$ cat config.mk
export PLATFORM = sky130hd
export DESIGN_NAME = button_click_event_detector_flat
export DESIGN_NICKNAME = d
export VERILOG_FILES = /design/src/hw/rtl/bced_pkg.sv /design/src/hw/rtl/bced_if.sv /design/src/hw/rtl/button_click_event_detector.sv /design/src/hw/rtl/bced_ram.sv /design/src/flat_wrapper.sv
export SDC_FILE = /design/constraint.sdc
export NUM_CORES = 1
export LEC_CHECK = 0
export BUFFER_PORTS_ARGS = -buffer_cell sky130_fd_sc_hd__clkbuf_2
export CAP_MARGIN = 10
export CORE_AREA = 8 8 306 308
export CTS_BUF_LIST = sky130_fd_sc_hd__clkbuf_4
export CTS_CLUSTER_SIZE = 40
export DETAILED_ROUTE_END_ITERATION = 10
export DIE_AREA = 0 0 314 316
export PLACE_DENSITY = 0.45
export SKIP_LAST_GASP = 1
export SLEW_MARGIN = 0
export SYNTH_ARGS = -nofsm -noshare
export SYNTH_HDL_FRONTEND = slang
export SYNTH_SLANG_ARGS = --single-unit
$ cat constraint.sdc
create_clock -name i_clk -period 6.05 [get_ports i_clk]
set_input_delay 1.21 -clock i_clk [delete_from_list [all_inputs] [get_ports i_clk]]
set_output_delay 1.21 -clock i_clk [all_outputs]
set_load 0.05 [all_outputs]
$ cat src/hw/rtl/bced_pkg.sv
`timescale 1ns / 1ps
// ----------------------------------------------------------------------------
// Button click event detector package
// Types, codes and constants shared by the detector and its testbench.
// ----------------------------------------------------------------------------
package bced_pkg;

    localparam int BUTTONS_DEF = 8;

    // Reset values of the configuration registers.
    localparam logic [7:0]  ENABLE_RST = 8'd0;
    localparam logic        LEVEL_RST  = 1'b0;
    localparam logic [15:0] FILTER_RST = 16'd10;
    localparam logic [15:0] WINDOW_RST = 16'd300;

    // Configuration register indexes.
    localparam logic [1:0] REG_ENABLE = 2'd0;
    localparam logic [1:0] REG_LEVEL  = 2'd1;
    localparam logic [1:0] REG_FILTER = 2'd2;
    localparam logic [1:0] REG_WINDOW = 2'd3;

    // Input item actions.
    localparam logic ACT_TICK = 1'b0;
    localparam logic ACT_SCAN = 1'b1;

    // Milliseconds per second and a reciprocal for dividing a 16-bit timer by it.
    localparam logic [15:0] MS_PER_SEC = 16'd1000;
    localparam logic [16:0] SEC_RECIP  = 17'd67109;
    localparam int          SEC_SHIFT  = 26;

    localparam logic [2:0] SETTLE_LAST = 3'd7;
    localparam logic [1:0] CLICKS_MAX  = 2'd3;

    typedef enum logic [1:0] {
        EV_DOWN   = 2'd0,
        EV_UP     = 2'd1,
        EV_DOUBLE = 2'd2,
        EV_SECOND = 2'd3
    } t_ev_kind;

    typedef enum logic [2:0] {
        BS_RELEASED = 3'd0,
        BS_FILTER   = 3'd1,
        BS_START    = 3'd2,
        BS_TIMING   = 3'd3,
        BS_OVER     = 3'd4,
        BS_WAIT     = 3'd5
    } t_btn_state;

    typedef enum logic [2:0] {
        C_IDLE,
        C_TICK,
        C_LOAD,
        C_STEP,
        C_FINISH,
        C_OUT
    } t_ctl_state;

    // One RAM entry: everything the detector keeps for one button.
    typedef struct packed {
        logic [2:0]  st;
        logic [15:0] press_timer;
        logic [15:0] gap_timer;
        logic [6:0]  secs_rep;
        logic [1:0]  clicks;
    } t_entry;

endpackage

$ cat src/hw/rtl/bced_if.sv
`timescale 1ns / 1ps
// ----------------------------------------------------------------------------
// Button click event detector channels
// Valid/ready channels for input items, event items and register writes.
// ----------------------------------------------------------------------------
interface bced_in_if;
    logic       valid;
    logic       ready;
    logic       action;
    logic [2:0] button_index;
    logic       level;
    logic [7:0] tick_ms;

    modport source (output valid, action, button_index, level, tick_ms, input ready);
    modport sink   (input valid, action, button_index, level, tick_ms, output ready);
endinterface

interface bced_out_if;
    logic        valid;
    logic        ready;
    logic [2:0]  event_button;
    logic [1:0]  event_kind;
    logic [15:0] event_value;
    logic        last;

    modport source (output valid, event_button, event_kind, event_value, last,
                    input ready);
    modport sink   (input valid, event_button, event_kind, event_value, last,
                    output ready);
endinterface

interface bced_cfg_if;
    logic        valid;
    logic        ready;
    logic [1:0]  index;
    logic [15:0] data;

    modport source (output valid, index, data, input ready);
    modport sink   (input valid, index, data, output ready);
endinterface

$ cat src/hw/rtl/button_click_event_detector.sv
`timescale 1ns / 1ps
// ----------------------------------------------------------------------------
// Button click event detector
// Debounce, press timing, whole-second hold and double click for up to
// BUTTONS buttons, with per-button state kept in one RAM and valid bits in registers.
// ----------------------------------------------------------------------------
// A tick item reads, updates and writes back one RAM entry per cycle, the read
// of the next entry overlapping the write. A scan item is read, loaded, stepped
// one state machine step per cycle until it settles or SETTLE_LAST is reached,
// written back, and its event items go out one per cycle while o_event.ready is high.
// One item is in work at a time. Reset clears per-entry valid bits, so every
// button reads as released with zero timers at once; no clearing pass.
module button_click_event_detector #(
    parameter int BUTTONS = bced_pkg::BUTTONS_DEF
) (
    input  logic       i_clk,
    input  logic       i_rst_n,
    bced_in_if.sink    i_item,
    bced_out_if.source o_event,
    bced_cfg_if.sink   i_cfg
);

    localparam int AW = (BUTTONS > 1) ? $clog2(BUTTONS) : 1;
    localparam int EW = $bits(bced_pkg::t_entry);
    localparam logic [AW-1:0] ADDR_LAST = AW'(BUTTONS - 1);

    // Configuration registers.
    logic [7:0]  r_en_mask;
    logic        r_press_level;
    logic [15:0] r_filter;
    logic [15:0] r_window;

    bced_pkg::t_ctl_state r_ctl, n_ctl;

    // Work registers of the item in progress.
    logic [AW-1:0]          r_addr;
    logic [2:0]             r_btn;
    logic [7:0]             r_tick;
    logic                   r_pressed;
    bced_pkg::t_btn_state   r_st;
    logic [15:0]            r_pt;
    logic [15:0]            r_gap;
    logic [6:0]             r_sec;
    logic [1:0]             r_cc;
    logic [6:0]             r_secs;
    logic [2:0]             r_iter;
    logic [1:0]             r_n;
    logic                   r_oidx;
    bced_pkg::t_ev_kind     r_ev_kind [2];
    logic [15:0]            r_ev_val  [2];

    logic [BUTTONS-1:0]     r_vld;
    logic                   r_rd_vld;

    logic                   ram_we;
    logic [AW-1:0]          ram_waddr;
    logic [AW-1:0]          ram_raddr;
    bced_pkg::t_entry       ram_wdata;
    logic [EW-1:0]          ram_q;
    bced_pkg::t_entry       rd_entry;
    logic [32:0]            rd_prod;

    logic                   in_acc;
    logic                   out_acc;
    logic                   scan_ok;
    logic                   out_last;

    // One step of the button state machine.
    bced_pkg::t_btn_state   s_st;
    logic [15:0]            s_pt;
    logic [6:0]             s_sec;
    logic [1:0]             s_cc;
    logic [15:0]            s_gap;
    logic [6:0]             s_secs;
    logic                   s_push;
    bced_pkg::t_ev_kind     s_kind;
    logic [15:0]            s_val;
    logic                   step_done;

    // Double click check after the state has settled.
    logic [1:0]             f_cc;
    logic                   f_push;

    assign in_acc  = i_item.valid & i_item.ready;
    assign out_acc = o_event.valid & o_event.ready;
    assign scan_ok = (32'(i_item.button_index) < BUTTONS) &&
                     r_en_mask[i_item.button_index];
    assign out_last = ({1'b0, r_oidx} == (r_n - 2'd1));

    assign rd_entry = r_rd_vld ? bced_pkg::t_entry'(ram_q) : '0;
    assign rd_prod  = 33'(rd_entry.press_timer) * 33'(bced_pkg::SEC_RECIP);

    bced_ram #(
        .WIDTH (EW),
        .DEPTH (BUTTONS)
    ) u_ram (
        .i_clk   (i_clk),
        .i_we    (ram_we),
        .i_waddr (ram_waddr),
        .i_wdata (ram_wdata),
        .i_raddr (ram_raddr),
        .o_rdata (ram_q)
    );

    // Configuration port.
    assign i_cfg.ready = 1'b1;

    always_ff @(posedge i_clk) begin
        if (!i_rst_n) begin
            r_en_mask     <= bced_pkg::ENABLE_RST;
            r_press_level <= bced_pkg::LEVEL_RST;
            r_filter      <= bced_pkg::FILTER_RST;
            r_window      <= bced_pkg::WINDOW_RST;
        end else if (i_cfg.valid && i_cfg.ready) begin
            case (i_cfg.index)
                bced_pkg::REG_ENABLE: r_en_mask     <= i_cfg.data[7:0];
                bced_pkg::REG_LEVEL:  r_press_level <= i_cfg.data[0];
                bced_pkg::REG_FILTER: r_filter      <= i_cfg.data;
                bced_pkg::REG_WINDOW: r_window      <= i_cfg.data;
                default: ;
            endcase
        end
    end

    always_comb begin
        s_st   = r_st;
        s_pt   = r_pt;
        s_sec  = r_sec;
        s_cc   = r_cc;
        s_gap  = r_gap;
        s_secs = r_secs;
        s_push = 1'b0;
        s_kind = bced_pkg::EV_DOWN;
        s_val  = r_pt;
        case (r_st)
            bced_pkg::BS_FILTER: begin
                if (r_pt >= r_filter) begin
                    s_st = r_pressed ? bced_pkg::BS_START : bced_pkg::BS_RELEASED;
                end
            end
            bced_pkg::BS_START: begin
                s_push = 1'b1;
                if (r_pressed) begin
                    s_pt   = '0;
                    s_sec  = '0;
                    s_secs = '0;
                    s_kind = bced_pkg::EV_DOWN;
                    s_val  = '0;
                    s_st   = bced_pkg::BS_TIMING;
                end else begin
                    s_kind = bced_pkg::EV_UP;
                    s_st   = bced_pkg::BS_RELEASED;
                end
            end
            bced_pkg::BS_TIMING: begin
                if (r_pressed) begin
                    if (r_secs != r_sec) begin
                        s_sec  = r_secs;
                        s_push = 1'b1;
                        s_kind = bced_pkg::EV_SECOND;
                        s_val  = 16'(16'(r_secs) * bced_pkg::MS_PER_SEC);
                    end
                end else begin
                    s_push = 1'b1;
                    s_kind = bced_pkg::EV_UP;
                    s_st   = bced_pkg::BS_OVER;
                end
            end
            bced_pkg::BS_OVER: begin
                if (r_cc < bced_pkg::CLICKS_MAX) begin
                    s_cc = r_cc + 2'd1;
                end
                if (s_cc == 2'd1) begin
                    s_gap = '0;
                end
                s_st = bced_pkg::BS_WAIT;
            end
            bced_pkg::BS_WAIT: begin
                if (!r_pressed) begin
                    s_st = bced_pkg::BS_RELEASED;
                end
            end
            default: begin
                // Released, and the two unused codes, which behave the same.
                if (r_pressed) begin
                    s_pt   = '0;
                    s_sec  = '0;
                    s_secs = '0;
                    s_st   = bced_pkg::BS_FILTER;
                end else begin
                    s_st   = bced_pkg::BS_RELEASED;
                end
            end
        endcase
    end

    assign step_done = (s_st == r_st) || (r_iter == bced_pkg::SETTLE_LAST);

    always_comb begin
        f_cc   = r_cc;
        f_push = 1'b0;
        if (r_cc == 2'd1 && r_gap >= r_window) begin
            f_cc = '0;
        end else if (r_cc >= 2'd2) begin
            f_cc   = '0;
            f_push = (r_n < 2'd2);
        end
    end

    // Next state.
    always_comb begin
        n_ctl = r_ctl;
        case (r_ctl)
            bced_pkg::C_IDLE: begin
                if (in_acc) begin
                    if (i_item.action == bced_pkg::ACT_TICK) begin
                        n_ctl = bced_pkg::C_TICK;
                    end else if (scan_ok) begin
                        n_ctl = bced_pkg::C_LOAD;
                    end
                end
            end
            bced_pkg::C_TICK: begin
                if (r_addr == ADDR_LAST) begin
                    n_ctl = bced_pkg::C_IDLE;
                end
            end
            bced_pkg::C_LOAD: n_ctl = bced_pkg::C_STEP;
            bced_pkg::C_STEP: begin
                if (step_done) begin
                    n_ctl = bced_pkg::C_FINISH;
                end
            end
            bced_pkg::C_FINISH: begin
                n_ctl = (r_n != 2'd0 || f_push) ? bced_pkg::C_OUT : bced_pkg::C_IDLE;
            end
            bced_pkg::C_OUT: begin
                if (out_acc && out_last) begin
                    n_ctl = bced_pkg::C_IDLE;
                end
            end
            default: n_ctl = bced_pkg::C_IDLE;
        endcase
    end

    // Outputs and RAM control.
    always_comb begin
        i_item.ready  = 1'b0;
        o_event.valid = 1'b0;
        ram_we        = 1'b0;
        ram_waddr     = r_addr;
        ram_raddr     = '0;
        ram_wdata     = rd_entry;
        case (r_ctl)
            bced_pkg::C_IDLE: begin
                i_item.ready = 1'b1;
                if (i_item.action == bced_pkg::ACT_SCAN && scan_ok) begin
                    ram_raddr = AW'(i_item.button_index);
                end
            end
            bced_pkg::C_TICK: begin
                ram_we                = 1'b1;
                ram_wdata.press_timer = rd_entry.press_timer + 16'(r_tick);
                ram_wdata.gap_timer   = rd_entry.gap_timer + 16'(r_tick);
                if (r_addr != ADDR_LAST) begin
                    ram_raddr = r_addr + 1'b1;
                end
            end
            bced_pkg::C_FINISH: begin
                ram_we    = 1'b1;
                ram_wdata = '{st: r_st, press_timer: r_pt, gap_timer: r_gap,
                              secs_rep: r_sec, clicks: f_cc};
            end
            bced_pkg::C_OUT: begin
                o_event.valid = 1'b1;
            end
            default: ;
        endcase
    end

    assign o_event.event_button = r_btn;
    assign o_event.event_kind   = r_ev_kind[r_oidx];
    assign o_event.event_value  = r_ev_val[r_oidx];
    assign o_event.last         = out_last;

    // Control state and valid bits.
    always_ff @(posedge i_clk) begin
        if (!i_rst_n) begin
            r_ctl <= bced_pkg::C_IDLE;
            r_vld <= '0;
        end else begin
            r_ctl <= n_ctl;
            if (ram_we) begin
                r_vld[ram_waddr] <= 1'b1;
            end
        end
    end

    // Datapath.
    always_ff @(posedge i_clk) begin
        r_rd_vld <= r_vld[ram_raddr];
        case (r_ctl)
            bced_pkg::C_IDLE: begin
                r_addr    <= (i_item.action == bced_pkg::ACT_SCAN) ?
                             AW'(i_item.button_index) : '0;
                r_tick    <= i_item.tick_ms;
                r_btn     <= i_item.button_index;
                r_pressed <= (i_item.level == r_press_level);
                r_n       <= '0;
                r_oidx    <= 1'b0;
            end
            bced_pkg::C_TICK: begin
                r_addr <= r_addr + 1'b1;
            end
            bced_pkg::C_LOAD: begin
                r_st   <= bced_pkg::t_btn_state'(rd_entry.st);
                r_pt   <= rd_entry.press_timer;
                r_gap  <= rd_entry.gap_timer;
                r_sec  <= rd_entry.secs_rep;
                r_cc   <= rd_entry.clicks;
                r_secs <= rd_prod[bced_pkg::SEC_SHIFT +: 7];
                r_iter <= '0;
            end
            bced_pkg::C_STEP: begin
                r_st   <= s_st;
                r_pt   <= s_pt;
                r_gap  <= s_gap;
                r_sec  <= s_sec;
                r_cc   <= s_cc;
                r_secs <= s_secs;
                r_iter <= r_iter + 3'd1;
                if (s_push && r_n < 2'd2) begin
                    r_ev_kind[r_n[0]] <= s_kind;
                    r_ev_val[r_n[0]]  <= s_val;
                    r_n               <= r_n + 2'd1;
                end
            end
            bced_pkg::C_FINISH: begin
                if (f_push) begin
                    r_ev_kind[r_n[0]] <= bced_pkg::EV_DOUBLE;
                    r_ev_val[r_n[0]]  <= r_pt;
                    r_n               <= r_n + 2'd1;
                end
            end
            bced_pkg::C_OUT: begin
                if (out_acc) begin
                    r_oidx <= 1'b1;
                end
            end
            default: ;
        endcase
    end

endmodule

$ cat src/hw/rtl/bced_ram.sv
`timescale 1ns / 1ps
// ----------------------------------------------------------------------------
// Generic RAM
// One write port and one read port with registered read data.
// ----------------------------------------------------------------------------
module bced_ram #(
    parameter int WIDTH = 8,
    parameter int DEPTH = 8
) (
    input  logic                                       i_clk,
    input  logic                                       i_we,
    input  logic [((DEPTH > 1) ? $clog2(DEPTH) : 1)-1:0] i_waddr,
    input  logic [WIDTH-1:0]                           i_wdata,
    input  logic [((DEPTH > 1) ? $clog2(DEPTH) : 1)-1:0] i_raddr,
    output logic [WIDTH-1:0]                           o_rdata
);

    logic [WIDTH-1:0] r_mem [DEPTH];
    logic [WIDTH-1:0] r_rdata;

    always_ff @(posedge i_clk) begin
        if (i_we) begin
            r_mem[i_waddr] <= i_wdata;
        end
        r_rdata <= r_mem[i_raddr];
    end

    assign o_rdata = r_rdata;

endmodule

$ cat src/flat_wrapper.sv
// flat-port wrapper written by rule: the top's interface ports become plain ports
module button_click_event_detector_flat 
#(
    parameter int BUTTONS = bced_pkg::BUTTONS_DEF
)
  (i_clk, i_rst_n, i_item_valid, i_item_action, i_item_button_index, i_item_level, i_item_tick_ms, i_item_ready, o_event_valid, o_event_event_button, o_event_event_kind, o_event_event_value, o_event_last, o_event_ready, i_cfg_valid, i_cfg_index, i_cfg_data, i_cfg_ready);
  bced_in_if i_item_i ();
  bced_out_if o_event_i ();
  bced_cfg_if i_cfg_i ();
  input  logic i_clk;
  input  logic i_rst_n;
  input wire logic [$bits(i_item_i.valid)-1:0] i_item_valid;
  input wire logic [$bits(i_item_i.action)-1:0] i_item_action;
  input wire logic [$bits(i_item_i.button_index)-1:0] i_item_button_index;
  input wire logic [$bits(i_item_i.level)-1:0] i_item_level;
  input wire logic [$bits(i_item_i.tick_ms)-1:0] i_item_tick_ms;
  output wire logic [$bits(i_item_i.ready)-1:0] i_item_ready;
  output wire logic [$bits(o_event_i.valid)-1:0] o_event_valid;
  output wire logic [$bits(o_event_i.event_button)-1:0] o_event_event_button;
  output wire logic [$bits(o_event_i.event_kind)-1:0] o_event_event_kind;
  output wire logic [$bits(o_event_i.event_value)-1:0] o_event_event_value;
  output wire logic [$bits(o_event_i.last)-1:0] o_event_last;
  input wire logic [$bits(o_event_i.ready)-1:0] o_event_ready;
  input wire logic [$bits(i_cfg_i.valid)-1:0] i_cfg_valid;
  input wire logic [$bits(i_cfg_i.index)-1:0] i_cfg_index;
  input wire logic [$bits(i_cfg_i.data)-1:0] i_cfg_data;
  output wire logic [$bits(i_cfg_i.ready)-1:0] i_cfg_ready;
  assign i_item_i.valid = i_item_valid;
  assign i_item_i.action = i_item_action;
  assign i_item_i.button_index = i_item_button_index;
  assign i_item_i.level = i_item_level;
  assign i_item_i.tick_ms = i_item_tick_ms;
  assign i_item_ready = i_item_i.ready;
  assign o_event_valid = o_event_i.valid;
  assign o_event_event_button = o_event_i.event_button;
  assign o_event_event_kind = o_event_i.event_kind;
  assign o_event_event_value = o_event_i.event_value;
  assign o_event_last = o_event_i.last;
  assign o_event_i.ready = o_event_ready;
  assign i_cfg_i.valid = i_cfg_valid;
  assign i_cfg_i.index = i_cfg_index;
  assign i_cfg_i.data = i_cfg_data;
  assign i_cfg_ready = i_cfg_i.ready;
  button_click_event_detector #(.BUTTONS(BUTTONS)) u_core (.i_clk(i_clk), .i_rst_n(i_rst_n), .i_item(i_item_i), .o_event(o_event_i), .i_cfg(i_cfg_i));
endmodule
==> results.txt <==
CTS tree: built
HPWL after DPL: 53.7 mm
Seq/Total Area, Yosys: 56.2%
Synthesized area per cell: 11.7 um^2
Max FO, Critical Path: 26
Post-route clock period utilization: 93.9%
Vias/cell: 5.00
Max frequency: 176 MHz
Hold Buf Count CTS: 0
Largest net degree at the start of global routing: 137
Initial antenna violation count: 4
Worst EP arrival: 6360 ps
GP Congestion: 0.860
Net Count, Synth: 2709
Number of distinct library cells after synthesis: 74
Critical Path End Type: register
Async S/R FF share, synth: 0%
Vias: 19300
Placed Area: 29900 um^2
Prevailing post-synth register cell: edfxtp_1
Minimum clock period: 5680 ps
Nets: 2865
Die width: 314 um
Worst path max stage delay: 660 ps
Vias in the first global route: 19700
Clk_lat worst skew: 970 ps
Setup_tns: 0 ps
Startpoint Class: register
Die area: 99200 um^2
RSZ-0062 raised after global routing: false
Initial Util: 31.5%
Clock transition at path regs: 70 ps
MaxCap Viol Count: 0
Height of the die: 316 um
Post-CTS setup buffers: 0
Most frequent cells in the layout: 460 x edfxtp_1, 454 x nand2_1, 243 x clkbuf_4
Cell Area, Synth: 28100 um^2
Status: finished, final reports clean
Required time of the critical path: 6720 ps
YS warnings: 0
CTS Root Cell: clkbuf_4
Synth Register Bits: 558
First-pass GRT wire length: 123 mm
H-tree depth: 4
Clock Sinks: 558
Bufs and invs on worst path: 3
Final Total Pwr: 15000 uW
Final Hold Viols: 0
CTS Buf Count: 154
CP Cell Sequence: buf_4, nand2_1, clkinv_1, nand2_1, fa_1, fa_1, fa_1, inv_1, fa_1, ha_1, ha_1, a2111oi_0, o21ai_0, a41oi_1, nor3_1, o31a_1, o21a_1, o211a_1
DRC viols: 0
Total GRT Usage: 16.4%
Power density cells: 470 nW/um^2
Clk_skew: 69.8 ps
Commonest non-fill, non-tap cell in the layout: edfxtp_1
Std cell rows: 110
Area grow syn2layout: 13.6%
Crit-path most repeated cell: fa_1
Cts repair resizes: 0
Worst slew margin: 14.6%
Buffers from clock root to sink, at most: 3
Share of layout cells above drive strength 1: 15.4%
Routed WL: 82.0 mm
DR WL/cell: 21.3 um
Aggregate global routing overflow: 0
Drt pass-1 iters: 7
DP Cell Count: 3576
# port buffers: 59
Io pins: 61
Synth Instances: 2408
Pleak: 0.0131 uW
Core area: 89000 um^2
Finished Layout Cells: 3856
Critical path's slowest cell: dfxtp_2
Slew Limit Fails: 0
Worst Tran Pin Value: 1270 ps
Worst VDD drop: 361 uV
Worst Hold Class: input pin to register
Design Area, Final: 31900 um^2
Final setup viols: 0
Setup Crit Path Kind: register to register
Post-route ant nets: 0
EDFF count, synth: 460
Crit path max-delay family: adder cells
Initial DRC count: 1285
## cell usage after synthesis, types with 13 or more instances
cell type / instances / share of area (%)
a21boi_0: 28 / 0.75
a21o_1: 24 / 0.64
a21oi_1: 54 / 0.96
a22oi_1: 18 / 0.48
a32oi_1: 50 / 1.6
and2_1: 34 / 0.76
and3_1: 54 / 1.2
buf_2: 36 / 0.64
clkbuf_1: 64 / 0.86
dfxtp_1: 98 / 7.0
edfxtp_1: 460 / 49
fa_1: 58 / 4.1
ha_1: 207 / 9.2
inv_1: 164 / 2.2
mux2_2: 20 / 0.80
mux2i_1: 56 / 2.0
nand2_1: 454 / 6.1
nand2b_1: 13 / 0.29
nand3_1: 127 / 2.3
nand4_1: 13 / 0.29
nor2_1: 59 / 0.79
nor2b_1: 19 / 0.42
nor3_1: 18 / 0.32
o21a_1: 14 / 0.37
o21ai_0: 95 / 1.7
xor2_1: 27 / 0.84
## flip-flops by register name, summed over array words and instances, names as in the netlist, 4 cells and up, named ones only
register	cells
u_core.r_filter	16
u_core.r_ev_kind	4
u_core.r_pt	16
u_core.r_gap	16
u_core.r_sec	7
u_core.r_window	16
u_core.r_tick	8
u_core.u_ram.r_mem	352
u_core.u_ram.o_rdata	44
u_core.r_secs	7
u_core.r_vld	8
u_core.r_en_mask	8
u_core.r_ev_val	32
## final cells by class
type	instances	area, um^2
fillers	8764	57100
flip-flops and latches	558	15800
multi-input cells	1571	11300
clock buffers	235	1760
well taps	1176	1470
repair buffers	114	808
inverters	165	619
clock inverters	35	176
diodes	2	5.00
## where the power goes
part	switching [uW]	total, uW	internal, uW
Sequential	538	5830	5300
Clock	1580	3350	1770
Combinational	3860	5810	1950
## per-stage QoR
stage	hold slack [ps]	utilization, %	setup WS, ps
after CTS	270	35.8	349
after global routing	342	35.8	40.7
after detailed placement	453	33.6	398
after global placement	446	33.6	442
final	418	35.8	369
after floorplan	440	-	75.6
## cell families (layout without fill, tap and decap cells)
| logic type | after synthesis | count (layout) | synth area share [%] |
|---|---|---|---|
| muxes | 80 | 80 | 3.12 |
| xor gates and xnor gates | 38 | 38 | 1.18 |
| other | 1 | 3 | 0.0133 |
| AOI/OAI and AO/OA | 367 | 367 | 8.92 |
| buffers and inverters | 279 | 549 | 4.12 |
| adders and majority gates | 265 | 265 | 13.4 |
| DFF | 558 | 558 | 56.2 |
| and+or+nand+nor | 820 | 820 | 13.1 |
## routing by layer
metal	GRT usage (%)	share of wire, %	up-vias
met5	0	0	-
met4	6.12	2.9	0
met3	3.50	5.4	127
met2	26.2	46	540
met1	22.0	46	9564
li1	-	-	9068
## final timing paths
path	endpoint	startpoint	slack (ps)	depth (start not counted)
min	u_core.r_tick[4]$_DFFE_PP_	i_item_tick_ms[4]	420	1
max reg2reg	u_core.r_secs[6]$_SDFFCE_PP0P_	u_core.r_rd_vld$_DFF_P_	370	18
max	u_core.r_secs[6]$_SDFFCE_PP0P_	u_core.r_rd_vld$_DFF_P_	370	18
min reg2reg	u_core.r_vld[1]$_SDFFE_PN0N_	u_core.r_vld[1]$_SDFFE_PN0N_	470	1
(Power assumes the default switching activity.)
